## src/hdl/ldt_pkg.sv

```systemverilog
// Package for the landmark dedup table: payload structs, codes, depths.
// No dependencies.
package ldt_pkg;

  localparam int unsigned TableDepth = 16;
  localparam int unsigned BlackDepth = 16;
  localparam int unsigned TIdxW = $clog2(TableDepth);
  localparam int unsigned BIdxW = $clog2(BlackDepth);
  localparam int unsigned TCntW = $clog2(TableDepth + 1);
  localparam int unsigned BCntW = $clog2(BlackDepth + 1);

  typedef enum logic [1:0] {
    ReqDetect  = 2'd0,
    ReqNearest = 2'd1,
    ReqRetire  = 2'd2,
    ReqUnused  = 2'd3
  } req_e;

  typedef enum logic [3:0] {
    StAdded     = 4'd0,
    StUpdated   = 4'd1,
    StBlack     = 4'd2,
    StBounds    = 4'd3,
    StFull      = 4'd4,
    StNearest   = 4'd5,
    StEmpty     = 4'd6,
    StRetired   = 4'd7,
    StNoMatch   = 4'd8,
    StBlackFull = 4'd9
  } status_e;

  typedef enum logic [1:0] {
    CfgRadius = 2'd0,
    CfgLimitX = 2'd1,
    CfgLimitY = 2'd2
  } cfg_e;

  typedef struct packed {
    logic [1:0]         req_type;
    logic signed [15:0] pos_x;
    logic signed [15:0] pos_y;
    logic [9:0]         tag_x;
    logic [9:0]         tag_y;
  } req_t;

  typedef struct packed {
    logic [3:0]         status;
    logic [3:0]         entry_index;
    logic signed [15:0] entry_x;
    logic signed [15:0] entry_y;
    logic [9:0]         entry_tag_x;
    logic [9:0]         entry_tag_y;
    logic               tracked_hit;
    logic [4:0]         table_count;
    logic [4:0]         black_count;
  } rsp_t;

  typedef struct packed {
    logic signed [15:0] x;
    logic signed [15:0] y;
    logic [9:0]         tx;
    logic [9:0]         ty;
  } entry_t;

endpackage

```

## src/hdl/landmark_dedup_table_top.sv

```systemverilog
// Landmark dedup table, top level.
// Depends on ldt_pkg and ldt_dist.
//
// Requests arrive on req_valid_i/req_ready_o with a req_t beat; each gives one
// rsp_t beat on rsp_valid_o/rsp_ready_i (request code 3 is dropped silently).
// One request runs at a time. The sequencer reads one slot of the entry or
// blacklist memory per cycle; each read feeds the registered distance unit.
// Retire scans the table, then closes up the order with one read and one
// write per moved slot. Worst case is a detect that scans both lists in full;
// a retire is longest when it closes up from slot 0; a detect that stops
// early is shorter.
// The response sits in an output register; while the receiver stalls, the
// block holds it and takes no new request until it is taken.
// Reset clears the counts, the tracked slot and loads the register defaults
// (radius 450, limits 5500/2500). Memory contents stay undefined; only slots
// below the counts are used. Write config (cfg_we_i, cfg_idx_i, cfg_data_i)
// only while idle; indexes past 2 are ignored.
module landmark_dedup_table_top (
  input  logic            clk_i,
  input  logic            rst_ni,
  input  logic            cfg_we_i,
  input  logic [1:0]      cfg_idx_i,
  input  logic [14:0]     cfg_data_i,
  input  logic            req_valid_i,
  output logic            req_ready_o,
  input  ldt_pkg::req_t   req_i,
  output logic            rsp_valid_o,
  input  logic            rsp_ready_i,
  output ldt_pkg::rsp_t   rsp_o
);
  localparam int unsigned TW = ldt_pkg::TIdxW;
  localparam int unsigned BW = ldt_pkg::BIdxW;
  localparam int unsigned TC = ldt_pkg::TCntW;
  localparam int unsigned BC = ldt_pkg::BCntW;

  typedef enum logic [3:0] {
    S_IDLE, S_BSCAN, S_BWAIT, S_TSCAN, S_TWAIT, S_APPLY, S_SHRD, S_SHWR, S_OUT
  } state_e;

  state_e state_q;
  logic [14:0] radius_q, limx_q, limy_q;
  logic [TC-1:0] live_q;
  logic [BC-1:0] ret_q;
  logic trk_v_q;
  logic [TW-1:0] trk_q;
  ldt_pkg::req_t r_q;
  ldt_pkg::rsp_t rsp_q;
  logic rsp_v_q;

  // memories
  ldt_pkg::entry_t ent_mem [ldt_pkg::TableDepth];
  logic [31:0] blk_mem [ldt_pkg::BlackDepth];
  ldt_pkg::entry_t ent_rd_q;
  logic [31:0] blk_rd_q;
  logic ent_re, ent_we, blk_we;
  logic [TW-1:0] ent_ra, ent_wa;
  ldt_pkg::entry_t ent_wd;

  // read pointer, pipeline tags
  logic [8:0] rd_ptr_q;           // issue counter
  logic v1_q, v2_q;               // read data valid, distance valid
  logic [8:0] i1_q, i2_q;
  ldt_pkg::entry_t e2_q;
  logic [33:0] d2;
  logic [33:0] best_d_q;
  logic [TW-1:0] best_i_q;
  ldt_pkg::entry_t best_e_q;
  logic found_q;
  logic [TW-1:0] sh_q;
  logic signed [15:0] cx, cy;
  logic is_blk_q;

  always_ff @(posedge clk_i) begin
    if (ent_we) ent_mem[ent_wa] <= ent_wd;
    if (ent_re) ent_rd_q <= ent_mem[ent_ra];
    if (blk_we) blk_mem[ret_q[BW-1:0]] <= {r_q.pos_x, r_q.pos_y};
    blk_rd_q <= blk_mem[rd_ptr_q[BW-1:0]];
  end

  assign cx = is_blk_q ? blk_rd_q[31:16] : ent_rd_q.x;
  assign cy = is_blk_q ? blk_rd_q[15:0]  : ent_rd_q.y;

  ldt_dist u_dist (
    .clk_i(clk_i), .ax_i(r_q.pos_x), .ay_i(r_q.pos_y),
    .bx_i(cx), .by_i(cy), .d2_o(d2)
  );

  logic [29:0] r2;
  assign r2 = radius_q * radius_q;
  logic hit;
  assign hit = v2_q && (d2 < 34'(r2));

  logic [15:0] absx, absy;
  assign absx = r_q.pos_x[15] ? 16'(-r_q.pos_x) : r_q.pos_x;
  assign absy = r_q.pos_y[15] ? 16'(-r_q.pos_y) : r_q.pos_y;

  assign req_ready_o = (state_q == S_IDLE) && !rsp_v_q;
  assign rsp_valid_o = rsp_v_q;
  assign rsp_o = rsp_q;

  always_comb begin
    ent_re = 1'b0; ent_ra = rd_ptr_q[TW-1:0];
    ent_we = 1'b0; ent_wa = sh_q; ent_wd = ent_rd_q;
    blk_we = 1'b0;
    unique case (state_q)
      S_TSCAN: ent_re = (rd_ptr_q < 9'(live_q));
      S_SHRD:  begin ent_re = 1'b1; ent_ra = TW'(sh_q + 1'b1); end
      S_SHWR:  ent_we = 1'b1;
      S_APPLY: begin
        // a full blacklist takes no more entries
        blk_we = (r_q.req_type == ldt_pkg::ReqRetire) &&
                 (ret_q < BC'(ldt_pkg::BlackDepth));
        if (r_q.req_type == ldt_pkg::ReqDetect) begin
          ent_we = 1'b1;
          ent_wa = found_q ? best_i_q : live_q[TW-1:0];
          ent_wd = found_q ? best_e_q
                           : ldt_pkg::entry_t'{r_q.pos_x, r_q.pos_y, 10'd0, 10'd0};
          ent_wd.tx = r_q.tag_x; ent_wd.ty = r_q.tag_y;
          if (!found_q && live_q >= TC'(ldt_pkg::TableDepth)) ent_we = 1'b0;
        end
      end
      default: ;
    endcase
  end

  function automatic ldt_pkg::rsp_t mk(logic [3:0] st, logic [TW-1:0] i,
                                       ldt_pkg::entry_t e, logic h,
                                       logic [TC-1:0] lc, logic [BC-1:0] bc);
    ldt_pkg::rsp_t o;
    o.status = st; o.entry_index = 4'(i);
    o.entry_x = e.x; o.entry_y = e.y; o.entry_tag_x = e.tx; o.entry_tag_y = e.ty;
    o.tracked_hit = h; o.table_count = 5'(lc); o.black_count = 5'(bc);
    return o;
  endfunction

  always_ff @(posedge clk_i or negedge rst_ni) begin
    if (!rst_ni) begin
      state_q <= S_IDLE;
      radius_q <= 15'd450; limx_q <= 15'd5500; limy_q <= 15'd2500;
      live_q <= '0; ret_q <= '0; trk_v_q <= 1'b0; trk_q <= '0;
      rsp_v_q <= 1'b0; v1_q <= 1'b0; v2_q <= 1'b0; found_q <= 1'b0;
      rd_ptr_q <= '0; is_blk_q <= 1'b0;
    end else begin
      if (rsp_v_q && rsp_ready_i) rsp_v_q <= 1'b0;
      if (cfg_we_i) begin
        unique case (cfg_idx_i)
          ldt_pkg::CfgRadius: radius_q <= cfg_data_i;
          ldt_pkg::CfgLimitX: limx_q <= cfg_data_i;
          ldt_pkg::CfgLimitY: limy_q <= cfg_data_i;
          default: ;
        endcase
      end
      // advance the read/distance pipeline
      v2_q <= v1_q; i2_q <= i1_q; e2_q <= ent_rd_q;
      v1_q <= 1'b0;
      unique case (state_q)
        S_IDLE: if (req_valid_i && req_ready_o) begin
          r_q <= req_i; rd_ptr_q <= '0; found_q <= 1'b0;
          unique case (req_i.req_type)
            ldt_pkg::ReqDetect:  begin is_blk_q <= 1'b1; state_q <= S_BSCAN; end
            ldt_pkg::ReqNearest: begin is_blk_q <= 1'b0; state_q <= S_TSCAN; end
            ldt_pkg::ReqRetire:  begin is_blk_q <= 1'b0; state_q <= S_TSCAN; end
            default: ;
          endcase
        end
        S_BSCAN: begin
          if (!(absx < 16'(limx_q) && absy < 16'(limy_q))) begin
            rsp_q <= mk(ldt_pkg::StBounds, '0, '0, 1'b0, live_q, ret_q);
            state_q <= S_OUT;
          end else if (hit) begin
            rsp_q <= mk(ldt_pkg::StBlack, '0, '0, 1'b0, live_q, ret_q);
            state_q <= S_OUT;
          end else if (rd_ptr_q < 9'(ret_q)) begin
            v1_q <= 1'b1; i1_q <= rd_ptr_q;
            rd_ptr_q <= rd_ptr_q + 1'b1;
          end else state_q <= S_BWAIT;
        end
        S_BWAIT: begin
          if (hit) begin
            rsp_q <= mk(ldt_pkg::StBlack, '0, '0, 1'b0, live_q, ret_q);
            state_q <= S_OUT;
          end else if (!v1_q && !v2_q) begin
            is_blk_q <= 1'b0; rd_ptr_q <= '0; state_q <= S_TSCAN;
          end
        end
        S_TSCAN, S_TWAIT: begin
          if (state_q == S_TSCAN) begin
            if (rd_ptr_q < 9'(live_q)) begin
              v1_q <= 1'b1; i1_q <= rd_ptr_q; rd_ptr_q <= rd_ptr_q + 1'b1;
            end else state_q <= S_TWAIT;
          end
          if (v2_q) begin
            if (r_q.req_type == ldt_pkg::ReqNearest) begin
              if (i2_q == '0 || d2 <= best_d_q) begin
                best_d_q <= d2; best_i_q <= TW'(i2_q); best_e_q <= e2_q;
              end
            end else if (hit) begin
              found_q <= 1'b1; best_i_q <= TW'(i2_q); best_e_q <= e2_q;
              v1_q <= 1'b0; state_q <= S_APPLY;
            end
          end
          if (state_q == S_TWAIT && !v1_q && !v2_q) state_q <= S_APPLY;
        end
        S_APPLY: begin
          state_q <= S_OUT;
          unique case (r_q.req_type)
            ldt_pkg::ReqDetect:
              if (found_q)
                rsp_q <= mk(ldt_pkg::StUpdated, best_i_q,
                  ldt_pkg::entry_t'{best_e_q.x, best_e_q.y, r_q.tag_x, r_q.tag_y},
                  trk_v_q && trk_q == best_i_q, live_q, ret_q);
              else if (live_q >= TC'(ldt_pkg::TableDepth))
                rsp_q <= mk(ldt_pkg::StFull, '0, '0, 1'b0, live_q, ret_q);
              else begin
                rsp_q <= mk(ldt_pkg::StAdded, live_q[TW-1:0],
                  ldt_pkg::entry_t'{r_q.pos_x, r_q.pos_y, r_q.tag_x, r_q.tag_y},
                  1'b0, live_q + 1'b1, ret_q);
                live_q <= live_q + 1'b1;
              end
            ldt_pkg::ReqNearest:
              if (live_q == '0)
                rsp_q <= mk(ldt_pkg::StEmpty, '0, '0, 1'b0, live_q, ret_q);
              else begin
                trk_v_q <= 1'b1; trk_q <= best_i_q;
                rsp_q <= mk(ldt_pkg::StNearest, best_i_q, best_e_q, 1'b0,
                  live_q, ret_q);
              end
            default:
              if (ret_q >= BC'(ldt_pkg::BlackDepth))
                rsp_q <= mk(ldt_pkg::StBlackFull, '0, '0, 1'b0, live_q, ret_q);
              else begin
                ret_q <= ret_q + 1'b1;
                if (found_q) begin
                  live_q <= live_q - 1'b1;
                  rsp_q <= mk(ldt_pkg::StRetired, best_i_q, best_e_q, 1'b0,
                    live_q - 1'b1, ret_q + 1'b1);
                  sh_q <= best_i_q;
                  if (9'(best_i_q) + 9'd1 < 9'(live_q)) state_q <= S_SHRD;
                end else
                  rsp_q <= mk(ldt_pkg::StNoMatch, '0, '0, 1'b0, live_q,
                    ret_q + 1'b1);
              end
          endcase
        end
        S_SHRD: state_q <= S_SHWR;
        S_SHWR: begin
          // live_q already decremented: move while sh+1 < live
          if (9'(sh_q) + 9'd1 < 9'(live_q)) begin
            sh_q <= sh_q + 1'b1; state_q <= S_SHRD;
          end else state_q <= S_OUT;
        end
        S_OUT: begin rsp_v_q <= 1'b1; state_q <= S_IDLE; end
        default: state_q <= S_IDLE;
      endcase
    end
  end
endmodule

```

## src/hdl/ldt_dist.sv

```systemverilog
// Registered squared-distance unit: two 17x17 squares, then the sum.
// No dependencies.
module ldt_dist (
  input  logic               clk_i,
  input  logic signed [15:0] ax_i,
  input  logic signed [15:0] ay_i,
  input  logic signed [15:0] bx_i,
  input  logic signed [15:0] by_i,
  output logic [33:0]        d2_o
);
  logic signed [16:0] dx, dy;
  logic [33:0] sqx_q, sqy_q;

  assign dx = 17'(ax_i) - 17'(bx_i);
  assign dy = 17'(ay_i) - 17'(by_i);

  always_ff @(posedge clk_i) begin
    sqx_q <= 34'(unsigned'(34'(dx * dx)));
    sqy_q <= 34'(unsigned'(34'(dy * dy)));
  end

  assign d2_o = sqx_q + sqy_q;
endmodule
```

## config.mk

```make
export PLATFORM = sky130hd
export DESIGN_NAME = landmark_dedup_table_top
export DESIGN_NICKNAME = d
export VERILOG_FILES = /design/src/hdl/ldt_pkg.sv /design/src/hdl/landmark_dedup_table_top.sv /design/src/hdl/ldt_dist.sv
export SDC_FILE = /design/constraint.sdc
export NUM_CORES = 2
export LEC_CHECK = 0
export BUFFER_PORTS_ARGS = -buffer_cell sky130_fd_sc_hd__buf_4
export CAP_MARGIN = 10
export CELL_PAD_IN_SITES_DETAIL_PLACEMENT = 0
export CELL_PAD_IN_SITES_GLOBAL_PLACEMENT = 1
export CORE_UTILIZATION = 40
export DETAILED_ROUTE_END_ITERATION = 8
export GPL_ROUTABILITY_DRIVEN = 0
export HOLD_SLACK_MARGIN = 0.06
export MAX_ROUTING_LAYER = met4
export PLACE_DENSITY = 0.71
export SLEW_MARGIN = 40
export SYNTH_ARGS = -nofsm -noshare
export SYNTH_HDL_FRONTEND = slang
export SYNTH_HIERARCHICAL = 1
export SYNTH_SLANG_ARGS = --single-unit
```

## constraint.sdc

```tcl
create_clock -name clk_i -period 9.2 [get_ports clk_i]
set_clock_uncertainty 0.15 [all_clocks]
set_input_delay 1.84 -clock clk_i [delete_from_list [all_inputs] [get_ports clk_i]]
set_output_delay 1.84 -clock clk_i [all_outputs]
set_load 0.005 [all_outputs]
```

==> reports/qor.tcl <==
set qor(grt_start_max_net_pins) 120
set qor(tritoncts_num_sinks) 1861
set qor(drt_pre_antenna_iters) 7
set qor(share_of_synthesized_area_occupied_by_flip_flops_and_latches_pct) 53.8
set qor(hold_path_end) {v2_q}
set qor(netlist_area_um2) 101000
set qor(timing.critical_path.to_type) {flip-flop}
set qor(cts_hold_buffers) 0
set qor(final_cell_mix) {sky130_fd_sc_hd__edfxtp_1 (1685), sky130_fd_sc_hd__inv_1 (983), sky130_fd_sc_hd__fa_1 (676)}
set qor(hold_ws_ns) 0.225
set qor(fraction_of_the_core_area_covered_by_cells_at_the_end_of_the_flow_pct) 45.7
set qor(timing.setup.tns_ns) 0
set qor(ratio_of_cells_with_drive_above_1_in_the_final_layout_pct) 17.2
set qor(timing.rr.end) {best_e_q[38]}
set qor(global_route.usage.total_pct) 21.5
set qor(synth.avg_cell_area_um2) 14.5
set qor(critical_path_cell_count) 33
set qor(placementRows) 184
set qor(hold_viol) 0
set qor(timing.reg2reg.worst_path_depth) 33
set qor(cts_root_buffer) {sky130_fd_sc_hd__clkbuf_16}
set qor(drtIter0Drc) 5758
set qor(number_of_antenna_violations_at_the_first_check_in_global_routing) 20
set qor(final_period_minus_worst_setup_slack_ns) 8.84
set qor(critical_path.top_delay_family) {adder cells}
set qor(final_min_period_over_clock_period_pct) 96.0
set qor(highest_delay_cell_along_the_critical_path) {sky130_fd_sc_hd__fa_1}
set qor(critical_path.max_fanout) 13
set qor(die_area_um2) 255000
set qor(boundary_pins) 149
set qor(htree_num_levels) 4
set qor(ys.flop_type) {sky130_fd_sc_hd__edfxtp_1}
set qor(outcome) {completed}
set qor(die-height_um) 505
set qor(chipWidth_um) 505
set qor(max-cap-violations) 0
set qor(numPortBuffers) 148
set qor(grt_pass1_vias) 61600
set qor(dr_total_vias) 59100
set qor(worst_setup_path_start_kind) {flip-flop}
set qor(report.final.slew_viol_count) 0
set qor(dp.final_hpwl_um) 180000
set qor(viasPerCell) 5.44
set qor(hold_start) {v1_q}
set qor(hold_path.class) {flip-flop to flip-flop}
set qor(mostFrequentLayoutCell) {sky130_fd_sc_hd__edfxtp_1}
set qor(grt.overflow.total) 0
set qor(achievable-frequency_ghz) 0.113
set qor(reg2reg_from) {radius_q[8]}
set qor(tritoncts_clock_tree) {done}
set qor(syn2layout_area_growth_pct) 13.4
set qor(routed_wire_length_per_instance_um) 24.5
set qor(timing.hold.worst_path_depth) 0
set qor(synth-seq-cells) 1861
set qor(cts_clk_pin_slew_worst_paths_ns) 0.06
set qor(cts_inserted_buffers) 189
set qor(worst-endpoint-arrival_ns) 9.20
set qor(report.final.setup_viol) 0
set qor(setup_slack_of_the_worst_register_to_register_path_ns) 0.36
set qor(cts-root-to-sink-buffers) 3
set qor(path_common_cell) {sky130_fd_sc_hd__inv_1}
set qor(grt_pass1_wl_um) 396000
set qor(cp_num_buf_inv) 9
set qor(number_of_synthesized_flops_with_an_enable_pin) 1685
set qor(placeableCoreArea_um2) 252000
set qor(post_synth_num_cell_types) 99
set qor(drc) 0
set qor(synth_async_reset_ratio_pct) 4.19
set qor(mappedNetlistNets) 8210
set qor(worstPathRequired_ns) 9.56
set qor(synthesis.instances) 7013
set qor(routed_wl_um) 266000
set qor(worst_skew_pair.late_latency_ns) 0.87
set qor(worst_path_largest_cell_delay_ns) 0.54
set qor(nets) 8550
set qor(setup.worst_path.class) {flip-flop to flip-flop}
set qor(yosysWarningCount) 6
set qor(worst_slew_pin_slew_ns) 0.889
set qor(relSlewSlack_pct) 40.7
set qor(start_util_pct) 40.3
set qor(ant_nets) 0
[per-stage QoR]
step | setup WS, ns | area [µm²] | std cells
after CTS | 0.0539 | 115000 | 10900
after floorplan | 0.387 | 101000 | 7013
final | 0.365 | 115000 | 10900
after global placement | 0.185 | 108000 | 10500
after global routing | -0.0127 | 115000 | 10900
after detailed placement | 0.128 | 108000 | 10500
[synthesized netlist by cell type (7+ instances only)]
| cell | instances | area, µm² |
|---|---|---|
| sky130_fd_sc_hd__inv_1 | 983 | 3690 |
| sky130_fd_sc_hd__xor2_1 | 58 | 508 |
| sky130_fd_sc_hd__a221o_1 | 7 | 70.1 |
| sky130_fd_sc_hd__nor4_1 | 10 | 62.6 |
| sky130_fd_sc_hd__mux2i_1 | 94 | 941 |
| sky130_fd_sc_hd__ha_1 | 442 | 5530 |
| sky130_fd_sc_hd__a21o_1 | 94 | 706 |
| sky130_fd_sc_hd__o21bai_1 | 14 | 105 |
| sky130_fd_sc_hd__a31oi_1 | 13 | 81.3 |
| sky130_fd_sc_hd__and2_1 | 46 | 288 |
| sky130_fd_sc_hd__fa_1 | 679 | 13600 |
| sky130_fd_sc_hd__buf_2 | 47 | 235 |
| sky130_fd_sc_hd__buf_1 | 32 | 120 |
| sky130_fd_sc_hd__a211oi_1 | 71 | 533 |
| sky130_fd_sc_hd__a22oi_1 | 39 | 293 |
| sky130_fd_sc_hd__nor3_1 | 43 | 215 |
| sky130_fd_sc_hd__o2bb2ai_1 | 24 | 210 |
| sky130_fd_sc_hd__o211ai_1 | 18 | 135 |
| sky130_fd_sc_hd__dfrtp_1 | 61 | 1530 |
| sky130_fd_sc_hd__clkbuf_1 | 174 | 653 |
| sky130_fd_sc_hd__mux2_2 | 78 | 878 |
| sky130_fd_sc_hd__mux4_2 | 368 | 8290 |
| sky130_fd_sc_hd__xnor2_1 | 143 | 1250 |
| sky130_fd_sc_hd__a21boi_0 | 7 | 52.6 |
| sky130_fd_sc_hd__a22o_1 | 20 | 175 |
| sky130_fd_sc_hd__and4_1 | 7 | 61.3 |
| sky130_fd_sc_hd__and3_1 | 19 | 119 |
| sky130_fd_sc_hd__nand3_1 | 66 | 330 |
| sky130_fd_sc_hd__nor2b_1 | 85 | 532 |
| sky130_fd_sc_hd__nand4_1 | 24 | 150 |
| sky130_fd_sc_hd__a21oi_1 | 196 | 981 |
| sky130_fd_sc_hd__nor2_1 | 345 | 1290 |
| sky130_fd_sc_hd__a211o_1 | 9 | 78.8 |
| sky130_fd_sc_hd__nand2b_1 | 42 | 263 |
| sky130_fd_sc_hd__or3_1 | 15 | 93.8 |
| sky130_fd_sc_hd__o31ai_1 | 19 | 143 |
| sky130_fd_sc_hd__dfstp_2 | 17 | 447 |
| sky130_fd_sc_hd__inv_2 | 8 | 30.0 |
| sky130_fd_sc_hd__o21ai_0 | 158 | 791 |
| sky130_fd_sc_hd__o21a_1 | 30 | 225 |
| sky130_fd_sc_hd__edfxtp_1 | 1685 | 50600 |
| sky130_fd_sc_hd__or2_2 | 17 | 106 |
| sky130_fd_sc_hd__dfxtp_1 | 98 | 1960 |
| sky130_fd_sc_hd__nand2_1 | 478 | 1790 |
[flip-flops by register name, indices dropped and copies added (netlist names), 15 cells and up]
signal        flops
rsp_o            71
radius_q         15
limx_q           15
limy_q           15
e2_q             52
u_dist/sqx_q     33
best_e_q         52
ent_rd_q         52
ent_mem         832
u_dist/sqy_q     33
r_q              54
blk_mem         512
best_d_q         34
blk_rd_q         32
[kinds of logic after synthesis]
group	synth area share, %
AOI/OAI and AO/OA	5.36
xor gates and xnor gates	1.79
adders and majority gates	18.9
buffers and inverters	4.73
DFF	53.8
muxes	9.98
and+or+nand+nor	5.47
[worst reg2reg max path, delay by kind of cell, from the launching register on]
family                   cells  cell delay (ns)
adder cells (fa/ha/maj)      8             3.67
AO/OA/AOI/OAI               12             2.63
buffers and inverters        9             0.79
AND/OR/NAND/NOR              3             0.63
flip-flops                   1             0.42
XOR/XNOR                     1             0.21
[repair_timing]
action	in CTS	in global routing
setup buffers	0	4
gates resized for setup	0	36
endpoints found under the setup margin	0	90
[how the worst max path moves through the flow]
stage	end	from	slack (ns)
after global placement	i1_q[7]	radius_q[8]	0.18
after CTS	i1_q[5]	radius_q[8]	0.05
after floorplan	best_e_q[0]	radius_q[8]	0.39
after global routing	i1_q[5]	radius_q[2]	-0.01
final	best_e_q[38]	radius_q[8]	0.36
after detailed placement	i1_q[5]	radius_q[8]	0.13
[per-layer routing]
layer / vias up / GRT usage (%) / part of all wire (%)
met5: - / - / 0
met1: 30900 / 29.0 / 42
met3: 321 / 2.95 / 7.3
met2: 2207 / 34.8 / 48
li1: 25700 / - / -
met4: 0 / 4.52 / 2.0
[cell type report]
type,count,area (µm²)
Multi-Input combinational cell,3899,42600
Antenna cell,9,22.5
Clock buffer,236,4970
Sequential cell,1861,54500
Timing Repair Buffer,410,3450
Inverter,992,3720
Clock inverter,113,1490
Fill cell,21900,137000
Tap cell,3348,4190
Power is left out: the tool's default activity adds up to more than one toggle a clock period on the data nets, which glitch-free logic cannot reach.
